## src/hdl/smpl_pkg.sv

```systemverilog
package smpl_pkg;

  // one tick transaction
  typedef struct packed {
    logic signed [31:0] reference;
    logic signed [31:0] synergy_position;
    logic [23:0]        time_step;
  } in_t;

  // one result transaction
  typedef struct packed {
    logic signed [31:0] drive_torque;
    logic signed [31:0] tendon_torque;
    logic signed [31:0] motor_position;
    logic signed [31:0] motor_velocity;
    logic signed [31:0] motor_effort;
    logic               at_limit;
  } out_t;

  // register indexes
  localparam logic [3:0] REG_PROP_GAIN   = 4'd0;
  localparam logic [3:0] REG_INTEG_GAIN  = 4'd1;
  localparam logic [3:0] REG_DERIV_GAIN  = 4'd2;
  localparam logic [3:0] REG_TORQUE_LIM  = 4'd3;
  localparam logic [3:0] REG_TENDON_K    = 4'd4;
  localparam logic [3:0] REG_FRICTION    = 4'd5;
  localparam logic [3:0] REG_DAMPING     = 4'd6;
  localparam logic [3:0] REG_INV_INERTIA = 4'd7;

  localparam logic signed [31:0] REF_LIMIT  = 32'sd1638400;
  localparam logic [10:0]        FRIC_STIFF = 11'd1000;
  localparam int                 MUL_STEPS  = 31;

  // saturate to signed 32 bits
  function automatic logic signed [31:0] sat32(input logic signed [63:0] x);
    logic signed [31:0] r;
    if (x > 64'sd2147483647) r = 32'sh7fffffff;
    else if (x < -64'sd2147483648) r = 32'sh80000000;
    else r = x[31:0];
    return r;
  endfunction

endpackage

```

## src/hdl/smpl_mul.sv

```systemverilog
module smpl_mul
  import smpl_pkg::*;
(
  input  logic               clk,
  input  logic               rst_n,
  input  logic               start,
  input  logic signed [31:0] a,
  input  logic [30:0]        b,
  output logic               done,
  output logic signed [63:0] prod
);

  localparam int CW = $clog2(MUL_STEPS);

  logic signed [32:0] hi_r;
  logic [30:0]        lo_r;
  logic signed [31:0] a_r;
  logic [CW-1:0]      cnt_r;
  logic               run_r;
  logic               done_r;
  logic signed [33:0] sum;

  // one multiplier bit per cycle, lsb first
  assign sum = 34'(hi_r) + (lo_r[0] ? 34'(a_r) : 34'sd0);

  always_ff @(posedge clk) begin
    if (!rst_n) begin
      run_r  <= 1'b0;
      done_r <= 1'b0;
      cnt_r  <= '0;
    end else begin
      done_r <= 1'b0;
      if (start) begin
        hi_r  <= '0;
        lo_r  <= b;
        a_r   <= a;
        cnt_r <= '0;
        run_r <= 1'b1;
      end else if (run_r) begin
        hi_r <= sum[33:1];
        lo_r <= {sum[0], lo_r[30:1]};
        cnt_r <= cnt_r + 1'b1;
        if (cnt_r == CW'(MUL_STEPS - 1)) begin
          run_r  <= 1'b0;
          done_r <= 1'b1;
        end
      end
    end
  end

  assign done = done_r;
  assign prod = {hi_r, lo_r};

endmodule

```

## src/hdl/synergy_motor_position_loop_top.sv

```systemverilog
// PID position loop with a DC motor model, one result per tick transaction.
// The nine products of a tick share one bit-serial multiplier; the friction
// spring term (times 1000) is built from shifts. A product is launched, runs
// its 31 shift-add steps and then reports done. A tick runs the nine products
// in sequence, and after the last one the result is loaded into the output
// register. The motor position is committed in that same cycle, and the next
// tick can be accepted in the cycle after that. While the previous result is
// still stalled at the output, the tick waits after its last product and the
// input stays stalled. The friction slip bound is found by a bit-serial divide
// by 1000. It runs alongside the first products. No clearing pass: the loop
// state (integrator, position, velocity, friction anchor) resets at once.
module synergy_motor_position_loop_top
  import smpl_pkg::*;
#(
  parameter logic signed [31:0] MIN_POSITION = 32'sd0,
  parameter logic signed [31:0] MAX_POSITION = 32'sd1638400
) (
  input  logic        clk,
  input  logic        rst_n,
  input  logic        in_valid,
  output logic        in_stall,
  input  in_t         in_data,
  output logic        out_valid,
  input  logic        out_stall,
  output out_t        out_data,
  input  logic        cfg_valid,
  output logic        cfg_ready,
  input  logic [3:0]  cfg_index,
  input  logic [31:0] cfg_data
);

  typedef enum logic [2:0] {
    ST_IDLE = 3'b001,
    ST_RUN  = 3'b010,
    ST_WAIT = 3'b100
  } state_t;

  typedef enum logic [3:0] {
    OP_KI_ERR, OP_INT_DT, OP_KP_ERR, OP_KD_DERR, OP_TENDON,
    OP_DAMP, OP_INERTIA, OP_ACC_DT, OP_VEL_DT
  } op_t;

  state_t state_r;
  op_t    op_r;

  logic [30:0] kp_r, ki_r, kd_r, tmax_r, ktend_r, tfric_r, damp_r, invj_r;

  logic signed [31:0] integ_r, pos_r, vel_r, anchor_r;
  logic signed [31:0] err_r, derr_r, pdiff_r, tmp_r;
  logic signed [31:0] drive_r, tendon_r, fric_r, effort_r;
  logic signed [49:0] pid_acc_r;
  logic [23:0]        dt_r;
  logic               start_r;
  out_t               res_r;
  logic               out_valid_r;

  // slip bound divider
  logic [30:0] div_r;
  logic [9:0]  rem_r;
  logic [4:0]  div_cnt_r;
  logic        div_run_r;
  logic [10:0] div_try;
  logic        div_ge;

  logic signed [31:0] mul_a;
  logic [30:0]        mul_b;
  logic               mul_done;
  logic signed [63:0] prod;
  logic signed [47:0] p16;
  logic signed [39:0] p24;

  logic signed [31:0] ref_c;
  logic signed [63:0] pid64, diff, off64, anc_new, pa, eff64, pos64;
  logic signed [31:0] pid_s, anc_s, pos_s;

  smpl_mul u_mul (
    .clk   (clk),
    .rst_n (rst_n),
    .start (start_r),
    .a     (mul_a),
    .b     (mul_b),
    .done  (mul_done),
    .prod  (prod)
  );

  assign p16 = prod[63:16];
  assign p24 = prod[63:24];

  // operand selection per product
  always_comb begin
    unique case (op_r)
      OP_KI_ERR:  begin mul_a = err_r;    mul_b = ki_r;           end
      OP_INT_DT:  begin mul_a = tmp_r;    mul_b = 31'(dt_r);      end
      OP_KP_ERR:  begin mul_a = err_r;    mul_b = kp_r;           end
      OP_KD_DERR: begin mul_a = derr_r;   mul_b = kd_r;           end
      OP_TENDON:  begin mul_a = pdiff_r;  mul_b = ktend_r;        end
      OP_DAMP:    begin mul_a = vel_r;    mul_b = damp_r;         end
      OP_INERTIA: begin mul_a = effort_r; mul_b = invj_r;         end
      OP_ACC_DT:  begin mul_a = tmp_r;    mul_b = 31'(dt_r);      end
      OP_VEL_DT:  begin mul_a = vel_r;    mul_b = 31'(dt_r);      end
      default:    begin mul_a = '0;       mul_b = '0;             end
    endcase
  end

  // reference clamp
  always_comb begin
    ref_c = in_data.reference;
    if (ref_c > REF_LIMIT) ref_c = REF_LIMIT;
    if (ref_c < -REF_LIMIT) ref_c = -REF_LIMIT;
  end

  // pid sum and drive saturation inputs
  assign pid64 = 64'(pid_acc_r) + 64'(p16);
  assign pid_s = sat32(pid64);

  // friction anchor slip and spring term
  assign off64 = 64'(signed'({1'b0, div_r}));
  assign diff  = 64'(pos_r) - 64'(anchor_r);
  always_comb begin
    anc_new = 64'(anchor_r);
    if (diff < -off64) anc_new = 64'(pos_r) + off64;
    else if (diff > off64) anc_new = 64'(pos_r) - off64;
  end
  assign anc_s = sat32(anc_new);
  assign pa    = 64'(pos_r) - 64'(anc_s);

  assign eff64 = 64'(drive_r) + 64'(tendon_r) + 64'(fric_r) - 64'(p16);
  assign pos64 = 64'(pos_r) + 64'(p24);
  assign pos_s = sat32(pos64);

  assign div_try = {rem_r, div_r[30]};
  assign div_ge  = (div_try >= FRIC_STIFF);

  assign in_stall  = (state_r != ST_IDLE);
  assign cfg_ready = 1'b1;
  assign out_valid = out_valid_r;
  assign out_data  = res_r;

  // configuration registers
  always_ff @(posedge clk) begin
    if (!rst_n) begin
      kp_r    <= 31'd655360;
      ki_r    <= 31'd0;
      kd_r    <= 31'd32768;
      tmax_r  <= 31'd98304;
      ktend_r <= 31'd6553600;
      tfric_r <= 31'd0;
      damp_r  <= 31'd0;
      invj_r  <= 31'd65536;
    end else if (cfg_valid) begin
      unique case (cfg_index)
        REG_PROP_GAIN:   kp_r    <= cfg_data[30:0];
        REG_INTEG_GAIN:  ki_r    <= cfg_data[30:0];
        REG_DERIV_GAIN:  kd_r    <= cfg_data[30:0];
        REG_TORQUE_LIM:  tmax_r  <= cfg_data[30:0];
        REG_TENDON_K:    ktend_r <= cfg_data[30:0];
        REG_FRICTION:    tfric_r <= cfg_data[30:0];
        REG_DAMPING:     damp_r  <= cfg_data[30:0];
        REG_INV_INERTIA: invj_r  <= cfg_data[30:0];
        default: ;
      endcase
    end
  end

  // tick sequencer
  always_ff @(posedge clk) begin
    if (!rst_n) begin
      state_r     <= ST_IDLE;
      op_r        <= OP_KI_ERR;
      start_r     <= 1'b0;
      out_valid_r <= 1'b0;
      div_run_r   <= 1'b0;
      div_cnt_r   <= '0;
      integ_r     <= '0;
      pos_r       <= '0;
      vel_r       <= '0;
      anchor_r    <= '0;
    end else begin
      start_r <= 1'b0;
      if (out_valid_r && !out_stall) out_valid_r <= 1'b0;

      // divider steps
      if (div_run_r) begin
        rem_r     <= div_ge ? 10'(div_try - FRIC_STIFF) : div_try[9:0];
        div_r     <= {div_r[29:0], div_ge};
        div_cnt_r <= div_cnt_r + 1'b1;
        if (div_cnt_r == 5'd30) div_run_r <= 1'b0;
      end

      unique case (state_r)
        ST_IDLE: begin
          if (in_valid) begin
            err_r     <= sat32(64'(ref_c) - 64'(pos_r));
            derr_r    <= sat32(-64'(vel_r));
            pdiff_r   <= sat32(64'(pos_r) - 64'(in_data.synergy_position));
            dt_r      <= in_data.time_step;
            op_r      <= OP_KI_ERR;
            start_r   <= 1'b1;
            div_r     <= tfric_r;
            rem_r     <= '0;
            div_cnt_r <= '0;
            div_run_r <= 1'b1;
            state_r   <= ST_RUN;
          end
        end
        ST_RUN: begin
          if (mul_done) begin
            start_r <= 1'b1;
            unique case (op_r)
              OP_KI_ERR: begin
                tmp_r <= sat32(64'(p16));
                op_r  <= OP_INT_DT;
              end
              OP_INT_DT: begin
                integ_r <= sat32(64'(integ_r) + 64'(p24));
                op_r    <= OP_KP_ERR;
              end
              OP_KP_ERR: begin
                pid_acc_r <= 50'(integ_r) + 50'(p16);
                op_r      <= OP_KD_DERR;
              end
              OP_KD_DERR: begin
                if (65'(pid_s) > 65'(signed'({1'b0, tmax_r})))
                  drive_r <= signed'({1'b0, tmax_r});
                else if (65'(pid_s) < -65'(signed'({1'b0, tmax_r})))
                  drive_r <= -signed'({1'b0, tmax_r});
                else
                  drive_r <= pid_s;
                op_r <= OP_TENDON;
              end
              OP_TENDON: begin
                tendon_r <= sat32(64'(p16));
                anchor_r <= anc_s;
                fric_r   <= sat32((pa <<< 10) - (pa <<< 4) - (pa <<< 3));
                op_r     <= OP_DAMP;
              end
              OP_DAMP: begin
                effort_r <= sat32(eff64);
                op_r     <= OP_INERTIA;
              end
              OP_INERTIA: begin
                tmp_r <= sat32(64'(p16));
                op_r  <= OP_ACC_DT;
              end
              OP_ACC_DT: begin
                vel_r <= sat32(64'(vel_r) + 64'(p24));
                op_r  <= OP_VEL_DT;
              end
              OP_VEL_DT: begin
                // last product stays in the multiplier until the output is free
                start_r <= 1'b0;
                state_r <= ST_WAIT;
              end
              default: ;
            endcase
          end
        end
        ST_WAIT: begin
          // position update and result load once the output register is free
          if (!out_valid_r || !out_stall) begin
            res_r.drive_torque  <= drive_r;
            res_r.tendon_torque <= tendon_r;
            if (pos_s < MIN_POSITION || pos_s > MAX_POSITION) begin
              pos_r <= (pos_s < MIN_POSITION) ? MIN_POSITION : MAX_POSITION;
              vel_r <= '0;
              res_r.motor_position <= (pos_s < MIN_POSITION) ? MIN_POSITION
                                                             : MAX_POSITION;
              res_r.motor_velocity <= '0;
              res_r.motor_effort   <= '0;
              res_r.at_limit       <= 1'b1;
            end else begin
              pos_r <= pos_s;
              res_r.motor_position <= pos_s;
              res_r.motor_velocity <= vel_r;
              res_r.motor_effort   <= effort_r;
              res_r.at_limit       <= 1'b0;
            end
            out_valid_r <= 1'b1;
            state_r     <= ST_IDLE;
          end
        end
        default: state_r <= ST_IDLE;
      endcase
    end
  end

endmodule
```

## config.mk

```make
export PLATFORM = sky130hd
export DESIGN_NAME = synergy_motor_position_loop_top
export DESIGN_NICKNAME = d
export VERILOG_FILES = /design/src/hdl/smpl_pkg.sv /design/src/hdl/smpl_mul.sv /design/src/hdl/synergy_motor_position_loop_top.sv
export SDC_FILE = /design/constraint.sdc
export NUM_CORES = 2
export LEC_CHECK = 0
export BUFFER_PORTS_ARGS = -buffer_cell sky130_fd_sc_hd__buf_2
export CORE_MARGIN = 4
export CORE_UTILIZATION = 60
export DETAILED_ROUTE_END_ITERATION = 16
export PLACE_DENSITY_LB_ADDON = 0.08
export SETUP_SLACK_MARGIN = 0.1
export SLEW_MARGIN = 15
export SYNTH_ARGS = -nofsm -noshare
export SYNTH_HDL_FRONTEND = slang
export SYNTH_SLANG_ARGS = --single-unit
```

## constraint.sdc

```tcl
create_clock -name clk -period 16.5 [get_ports clk]
set_input_delay 1.65 -clock clk [delete_from_list [all_inputs] [get_ports clk]]
set_output_delay 1.65 -clock clk [all_outputs]
set_load 0.05 [all_outputs]
```

==> Word level (Yosys, flattened, before mapping) <==
Cells that the tools add are included.
{ "word_totals": {"rom_bits": 0, "n_memories": 0, "wordCells": 239, "ram_bits": 0, "register_bits": 1025, "latchBits": 0, "input_bits": 129} }
{ "classes": {"mul": 0, "muxes": 71, "bitwise_logic": 2, "shifts": 0, "div_mod_pow": 0, "magnitude_cmp": 31, "add_sub_neg": 24, "n_reduce_logical": 40, "n_eq_ne": 28} }
{ "op_table": {"columns": ["cell", "n"], "rows": [
  ["32-bit two-way mux", 25],
  ["31-bit case mux with 7 select lines", 1],
  ["32-bit case mux with 6 select lines", 1],
  ["31-bit two-way mux", 6],
  ["32-bit by 32-bit subtractor with 33-bit output", 5],
  ["64-bit by 32-bit greater-than comparator with 1-bit output (second input constant)", 2],
  ["64-bit by 32-bit less-than comparator with 1-bit output (second input constant)", 2],
  ["64-bit two-way mux", 2],
  ["32-bit by 40-bit adder with 41-bit output", 3],
  ["41-bit by 32-bit greater-than comparator with 1-bit output (second input constant)", 3],
  ["41-bit by 32-bit less-than comparator with 1-bit output (second input constant)", 3],
  ["97-bit two-way mux", 1],
  ["32-bit by 32-bit adder with 33-bit output", 2],
  ["33-bit by 32-bit greater-than comparator with 1-bit output (second input constant)", 2],
  ["33-bit by 32-bit less-than comparator with 1-bit output (second input constant)", 2],
  ["32-bit by 65-bit less-than comparator with 1-bit output", 1],
  ["31-bit negator with 65-bit output", 1],
  ["32-bit by 22-bit greater-than comparator with 1-bit output (second input constant)", 2],
  ["33-bit by 64-bit less-than comparator with 1-bit output", 1],
  ["31-bit negator with 64-bit output", 1],
  ["32-bit negator with 64-bit output", 1],
  ["32-bit case mux with 2 select lines", 1],
  ["49-bit by 48-bit adder with 50-bit output", 1],
  ["50-bit by 32-bit greater-than comparator with 1-bit output (second input constant)", 1],
  ["57 further kinds", 126]
]} }

==> Depth between registers and ports, before layout <==
{ "depth": {"word_depth": 12, "depth_mapped": 62, "ltp_nobuf": 58} }

==> By module <==
From an unflattened synthesis, not the netlist that was laid out.
{ "unflattened": {"hier_cells": 8735, "area_unflattened_um2": 77978.5} }
{ "by_module_without_submodules": {"columns": ["module", "seq_area_each_um2", "cells_per_inst", "instances", "area_each_um2"], "rows": [
  ["synergy_motor_position_loop_top", 23712.7, 8231, 1, 72194.2],
  ["smpl_mul", 3022.9, 504, 1, 5784.3]
]} }

==> Least setup slack after synthesis <==
Ideal clock, no wire load.
{ "synth_timing": {"kind": "register to register", "startpoint": "register pos_r[1]", "endpoint": "register fric_r[23], data pin", "n_path_buf": 4, "path_stages_with_launch": 54, "slack_ps": 4315, "setup_ps": 271, "arrival_time_ps": 11914, "path_cell_list": "dfxtp_1 > inv_1 > fa_1 > nand2b_1 > a21oi_1 > o22ai_1 > a2111oi_0 > o211ai_1 > o22ai_2 > inv_1 > ha_1 > nand4_1 > or4_1 > o21a_1 > nor2_1 > o2bb2ai_1 > o311a_4 > or2_1 > [... 18 more ...] > o31ai_1 > a221oi_1 > a21oi_1 > xnor2_1 > fa_1 > inv_1 > ha_1 > or2_2 > a21oi_1 > inv_1 > a41o_1 > xor2_1 > a2111oi_0 > o21ai_0 > o41ai_1 > clkbuf_1 > clkbuf_1 > o21ai_0"} }
{ "synth_between": {"elab_chain_len": 12, "word_cells_on_any_way": 17, "cone_classes": "6 x add/sub; 6 x order compare; 5 x mux"} }
{ "synth_rtl": {"columns": ["item", "line", "rtl"], "rows": [
  ["start: declaration", "synergy_motor_position_loop_top.sv:48", "logic signed [31:0] integ_r, pos_r, vel_r, anchor_r;"],
  ["start signal: assignment", "synergy_motor_position_loop_top.sv:264", "pos_r <= (pos_s < MIN_POSITION) ? MIN_POSITION : MAX_POSITION;"],
  ["start signal: assignment", "synergy_motor_position_loop_top.sv:272", "pos_r <= pos_s;"],
  ["32-bit by 32-bit subtractor with 33-bit output", "synergy_motor_position_loop_top.sv:118", "assign diff = 64'(pos_r) - 64'(anchor_r);"],
  ["33-bit by 32-bit greater-than comparator with 1-bit output", "synergy_motor_position_loop_top.sv:122", "else if (diff > off64) anc_new = 64'(pos_r) - off64;"],
  ["64-bit two-way mux", "synergy_motor_position_loop_top.sv:122", null],
  ["64-bit two-way mux (*)", "synergy_motor_position_loop_top.sv:121", "if (diff < -off64) anc_new = 64'(pos_r) + off64;"],
  ["64-bit by 32-bit less-than comparator with 1-bit output", "smpl_pkg.sv:38", "else if (x < -64'sd2147483648) r = 32'sh80000000;"],
  ["32-bit two-way mux", "smpl_pkg.sv:38", null],
  ["32-bit two-way mux (*)", "smpl_pkg.sv:37", "if (x > 64'sd2147483647) r = 32'sh7fffffff;"],
  ["net anc_s[0]", "synergy_motor_position_loop_top.sv:74", "logic signed [31:0] pid_s, anc_s, pos_s;"],
  ["32-bit by 32-bit subtractor with 33-bit output (*)", "synergy_motor_position_loop_top.sv:125", "assign pa = 64'(pos_r) - 64'(anc_s);"],
  ["43-bit by 37-bit subtractor with 44-bit output", "synergy_motor_position_loop_top.sv:234", "fric_r <= sat32((pa <<< 10) - (pa <<< 4) - (pa <<< 3));"],
  ["44-bit by 36-bit subtractor with 45-bit output (*)", "synergy_motor_position_loop_top.sv:234", null],
  ["45-bit by 32-bit less-than comparator with 1-bit output", "smpl_pkg.sv:38", null],
  ["32-bit two-way mux", "smpl_pkg.sv:38", null],
  ["end signal: assignment", "synergy_motor_position_loop_top.sv:234", null],
  ["end: declaration", "synergy_motor_position_loop_top.sv:50", "logic signed [31:0] drive_r, tendon_r, fric_r, effort_r;"]
]} }
Mark *: on every way through the listed nets, which the timed path passes. The rest lies on a longest branch.
A chain may end at the register's enable or synchronous reset.

==> Worst setup path after layout <==
{ "layout_timing": {"startpoint": "register pos_r[1]", "endpoint": "register fric_r[21], data pin"} }
{ "layout_between": {"elab_chain_len": 12, "word_cells_on_any_way": 17, "cone_classes": "6 x add/sub; 6 x order compare; 5 x mux"} }
{ "layout_rtl": {"columns": ["item", "line"], "rows": [
  ["32-bit by 32-bit subtractor with 33-bit output", "synergy_motor_position_loop_top.sv:118"],
  ["33-bit by 32-bit greater-than comparator with 1-bit output", "synergy_motor_position_loop_top.sv:122"],
  ["64-bit two-way mux", "synergy_motor_position_loop_top.sv:122"],
  ["64-bit two-way mux", "synergy_motor_position_loop_top.sv:121"],
  ["64-bit by 32-bit less-than comparator with 1-bit output", "smpl_pkg.sv:38"],
  ["32-bit two-way mux", "smpl_pkg.sv:38"],
  ["32-bit two-way mux", "smpl_pkg.sv:37"],
  ["32-bit by 32-bit subtractor with 33-bit output (*)", "synergy_motor_position_loop_top.sv:125"],
  ["43-bit by 37-bit subtractor with 44-bit output", "synergy_motor_position_loop_top.sv:234"],
  ["44-bit by 36-bit subtractor with 45-bit output (*)", "synergy_motor_position_loop_top.sv:234"],
  ["45-bit by 32-bit less-than comparator with 1-bit output", "smpl_pkg.sv:38"],
  ["32-bit two-way mux", "smpl_pkg.sv:38"]
]} }
Every way passes the cells marked *; elsewhere a longest branch is shown, timed or not.

==> impl_metrics.json <==
{
  "maxSlewViolCount": 0,
  "grt_pass1_vias": 64849,
  "power_density_nw_per_um2": 78.9,
  "initial_core_util": 0.607,
  "grt_start_max_net_pins": 167,
  "synth_edf_count": 625,
  "p_leak_nw": 35.5,
  "rrSetupSlack_ps": 1310,
  "routed_via_density": 6.61,
  "cts_tree": "built",
  "die_w_microns": 365,
  "yosysWarnings": 0,
  "ir_worst_vdd_v": 0.0000934,
  "cp_slowest_cell": "dfxtp_1",
  "tns_ps": 0,
  "rows": 130,
  "wl_per_cell_microns": 26.7,
  "die_area_sq_um": 133000,
  "rr_startpoint": "pos_r[1]$_SDFFE_PN0P_",
  "grt_usage": 0.412,
  "worstSetupEndpoint": "fric_r[21]$_SDFFCE_PN1P_",
  "cts.hold.buffers_added": 0,
  "synth_flop_cell": "edfxtp_1",
  "fmax_mhz": 65.8,
  "clk_latency_ps": 770,
  "ys_seq_area_frac": 0.349,
  "io_pins": 293,
  "maxSlewHeadroom": 0.184,
  "clock_path_buffers": 3,
  "root_buffer": "clkbuf_16",
  "startpoint": "pos_r[1]$_SDFFE_PN0P_",
  "syn-cell-area_sq_um": 76600,
  "path_class": "flip-flop to flip-flop",
  "dr_total_vias": 69999,
  "htree_levels": 3,
  "cts_buffers": 109,
  "min_path_type": "flip-flop to flip-flop",
  "grt_pass1_wl_mm": 413,
  "place_congestion": 1.03,
  "ant_nets": 0,
  "ys_types": 113,
  "skew_ps": 58.5,
  "yosys.area.top_type_share": 0.245,
  "critPathMaxStageDelay_ps": 840,
  "drt_pre_antenna_iters": 9,
  "hold_viol": 0,
  "wirelength_mm": 283,
  "cts.repair.resized": 0,
  "clkSinkCount": 1023,
  "status": "finished, final reports clean",
  "post-cts-setup-buffers": 0,
  "port_buffers": 290,
  "antenna_found_initial": 21,
  "crit_top_cell": "a21oi_1",
  "setup.worst_path.start_class": "flip-flop",
  "post-route-min-period_ps": 15190,
  "synthTopCellsByCount": "1018 x nand2_1, 878 x a21oi_1, 708 x ha_1, 625 x edfxtp_1, 545 x inv_1",
  "rsz0062_at_grt": "no",
  "layout_setup_ws_ps": 1310,
  "syn_inst": 8672,
  "grt_overflow": 0,
  "area_growth_pct": 9.23,
  "worstMarginPinSlew_ps": 1220,
  "synth.most_common_cell": "nand2_1",
  "cap_violations": 0,
  "required_ps": 16930,
  "endpoint_kind": "flip-flop",
  "coreArea_sq_um": 126000,
  "regToRegEndpoint": "fric_r[21]$_SDFFCE_PN1P_",
  "cp.arrival_ps": 15630,
  "dr.first_iter.drc_count": 8399,
  "post-place-ws_ps": 1710,
  "synthTopCellsByArea": "edfxtp_1 25%, ha_1 12%, dfxtp_1 10%",
  "drc_errors": 0,
  "ys_ff_latch": 1023,
  "post-route-period-util": 0.921,
  "crit_fanout": 29,
  "setup_viol": 0,
  "rr_worst_depth": 52,
  "yosysTopAreaCell": "edfxtp_1",
  "clk_transition_reported_paths_ps": 60,
  "nNetsFinal": 9803,
  "async_reset_ff_frac": 0,
  "synth_area_per_cell_sq_um": 8.83,
  "drive_gt1_frac": 0.0849,
  "fp.dieH_microns": 365,
  "dp_hpwl_mm": 217
}
[final cells by class]
| type | count | area (sq um) |
|---|---|---|
| fill | 10470 | 42600 |
| multi-input combinational | 6714 | 46400 |
| sequential | 1023 | 26700 |
| clock inverter | 67 | 785 |
| timing repair buffer | 441 | 2610 |
| inverter | 549 | 2070 |
| antenna | 11 | 27.5 |
| tap | 1650 | 2060 |
| clock buffer | 139 | 2940 |
[how the worst min path moves through the flow]
stage / endpoint / slack (ps) / cells past startpoint / startpoint
6_report: ki_r[13]$_SDFFE_PN0P_ / 450 / 2 / ki_r[13]$_SDFFE_PN0P_
5_1_grt: out_data[125]$_DFFE_PP_ / 470 / 0 / tendon_r[28]$_DFFE_PP_
4_1_cts: ki_r[13]$_SDFFE_PN0P_ / 450 / 2 / ki_r[13]$_SDFFE_PN0P_
3_3_place_gp: pos_r[13]$_SDFFE_PN0P_ / 440 / 2 / pos_r[13]$_SDFFE_PN0P_
2_1_floorplan: out_data[100]$_DFFE_PP_ / 430 / 0 / tendon_r[3]$_DFFE_PP_
3_5_place_dp: pos_r[13]$_SDFFE_PN0P_ / 440 / 2 / pos_r[13]$_SDFFE_PN0P_
[layer usage]
metal,track usage,wire [microns],vias to the layer above
met5,0,52,-
met4,0.254,21400,8
met3,0.113,34500,825
met2,0.614,120000,4038
met1,0.532,107000,33361
li1,-,-,31767
[cell families (layout without fill, tap and decap cells)]
group / count (synthesis) / count (layout) / share of synthesized area
simple gates: 2607 / 2607 / 0.160
compound gates: 2689 / 2689 / 0.227
mux: 50 / 50 / 0.00657
buf+inv: 945 / 1196 / 0.0486
xor+xnor: 507 / 507 / 0.0580
flops: 1023 / 1023 / 0.349
other cells: 2 / 23 / 0.0000980
fa+ha+maj: 849 / 849 / 0.151
[per-stage QoR]
step | area, sq um | util | instances | power (mW) | hold WS [ps]
final | 83700 | 0.663 | 10594 | 6.61 | 452
after global routing | 83600 | 0.663 | 10585 | 6.80 | 466
after CTS | 83600 | 0.663 | 10582 | 6.58 | 454
after detailed placement | 79900 | 0.633 | 10376 | 4.03 | 445
after global placement | 79900 | 0.633 | 10376 | 4.01 | 438
after floorplan | 76600 | - | 8682 | 3.66 | 426
[critical path: cells and delay by family (launching register included)]
family,cells,cell delay [ps]
xor+xnor,3,520
simple gates,8,2250
compound gates,32,8380
buf+inv,4,830
flops,1,840
fa+ha+maj,5,2030
[layout by cell type, fill, tap and decap left out, types with 97 or more instances in the layout]
cell type and instances:
nand2_1 1018, ha_1 708, xor2_1 185, a21oi_1 877
clkbuf_16 110, a22oi_1 97, xnor2_1 322, dfxtp_1 397
o21ai_0 518, edfxtp_1 625, and2_1 150, fa_1 128
nand2b_1 116, inv_1 545, buf_4 149, buf_2 289
nor2_1 520, nand3_1 170, nor3_1 145, a21o_1 302
[power by group]
part,total [mW],switching [mW],internal [mW]
registers,2.86,0.0656,2.79
logic,1.16,0.752,0.412
clock network,2.58,1.12,1.46
[flip-flops by register name, indices dropped and copies added, names as in the netlist, 32 cells and up]
signal / count
out_data: 161
pid_acc_r: 49
u_mul.hi_r: 33
anchor_r: 32
derr_r: 32
drive_r: 32
effort_r: 32
err_r: 32
integ_r: 32
pdiff_r: 32
pos_r: 32
tendon_r: 32
tmp_r: 32
u_mul.a_r: 32
vel_r: 32
No activity file was read; power rests on OpenSTA's default activity.
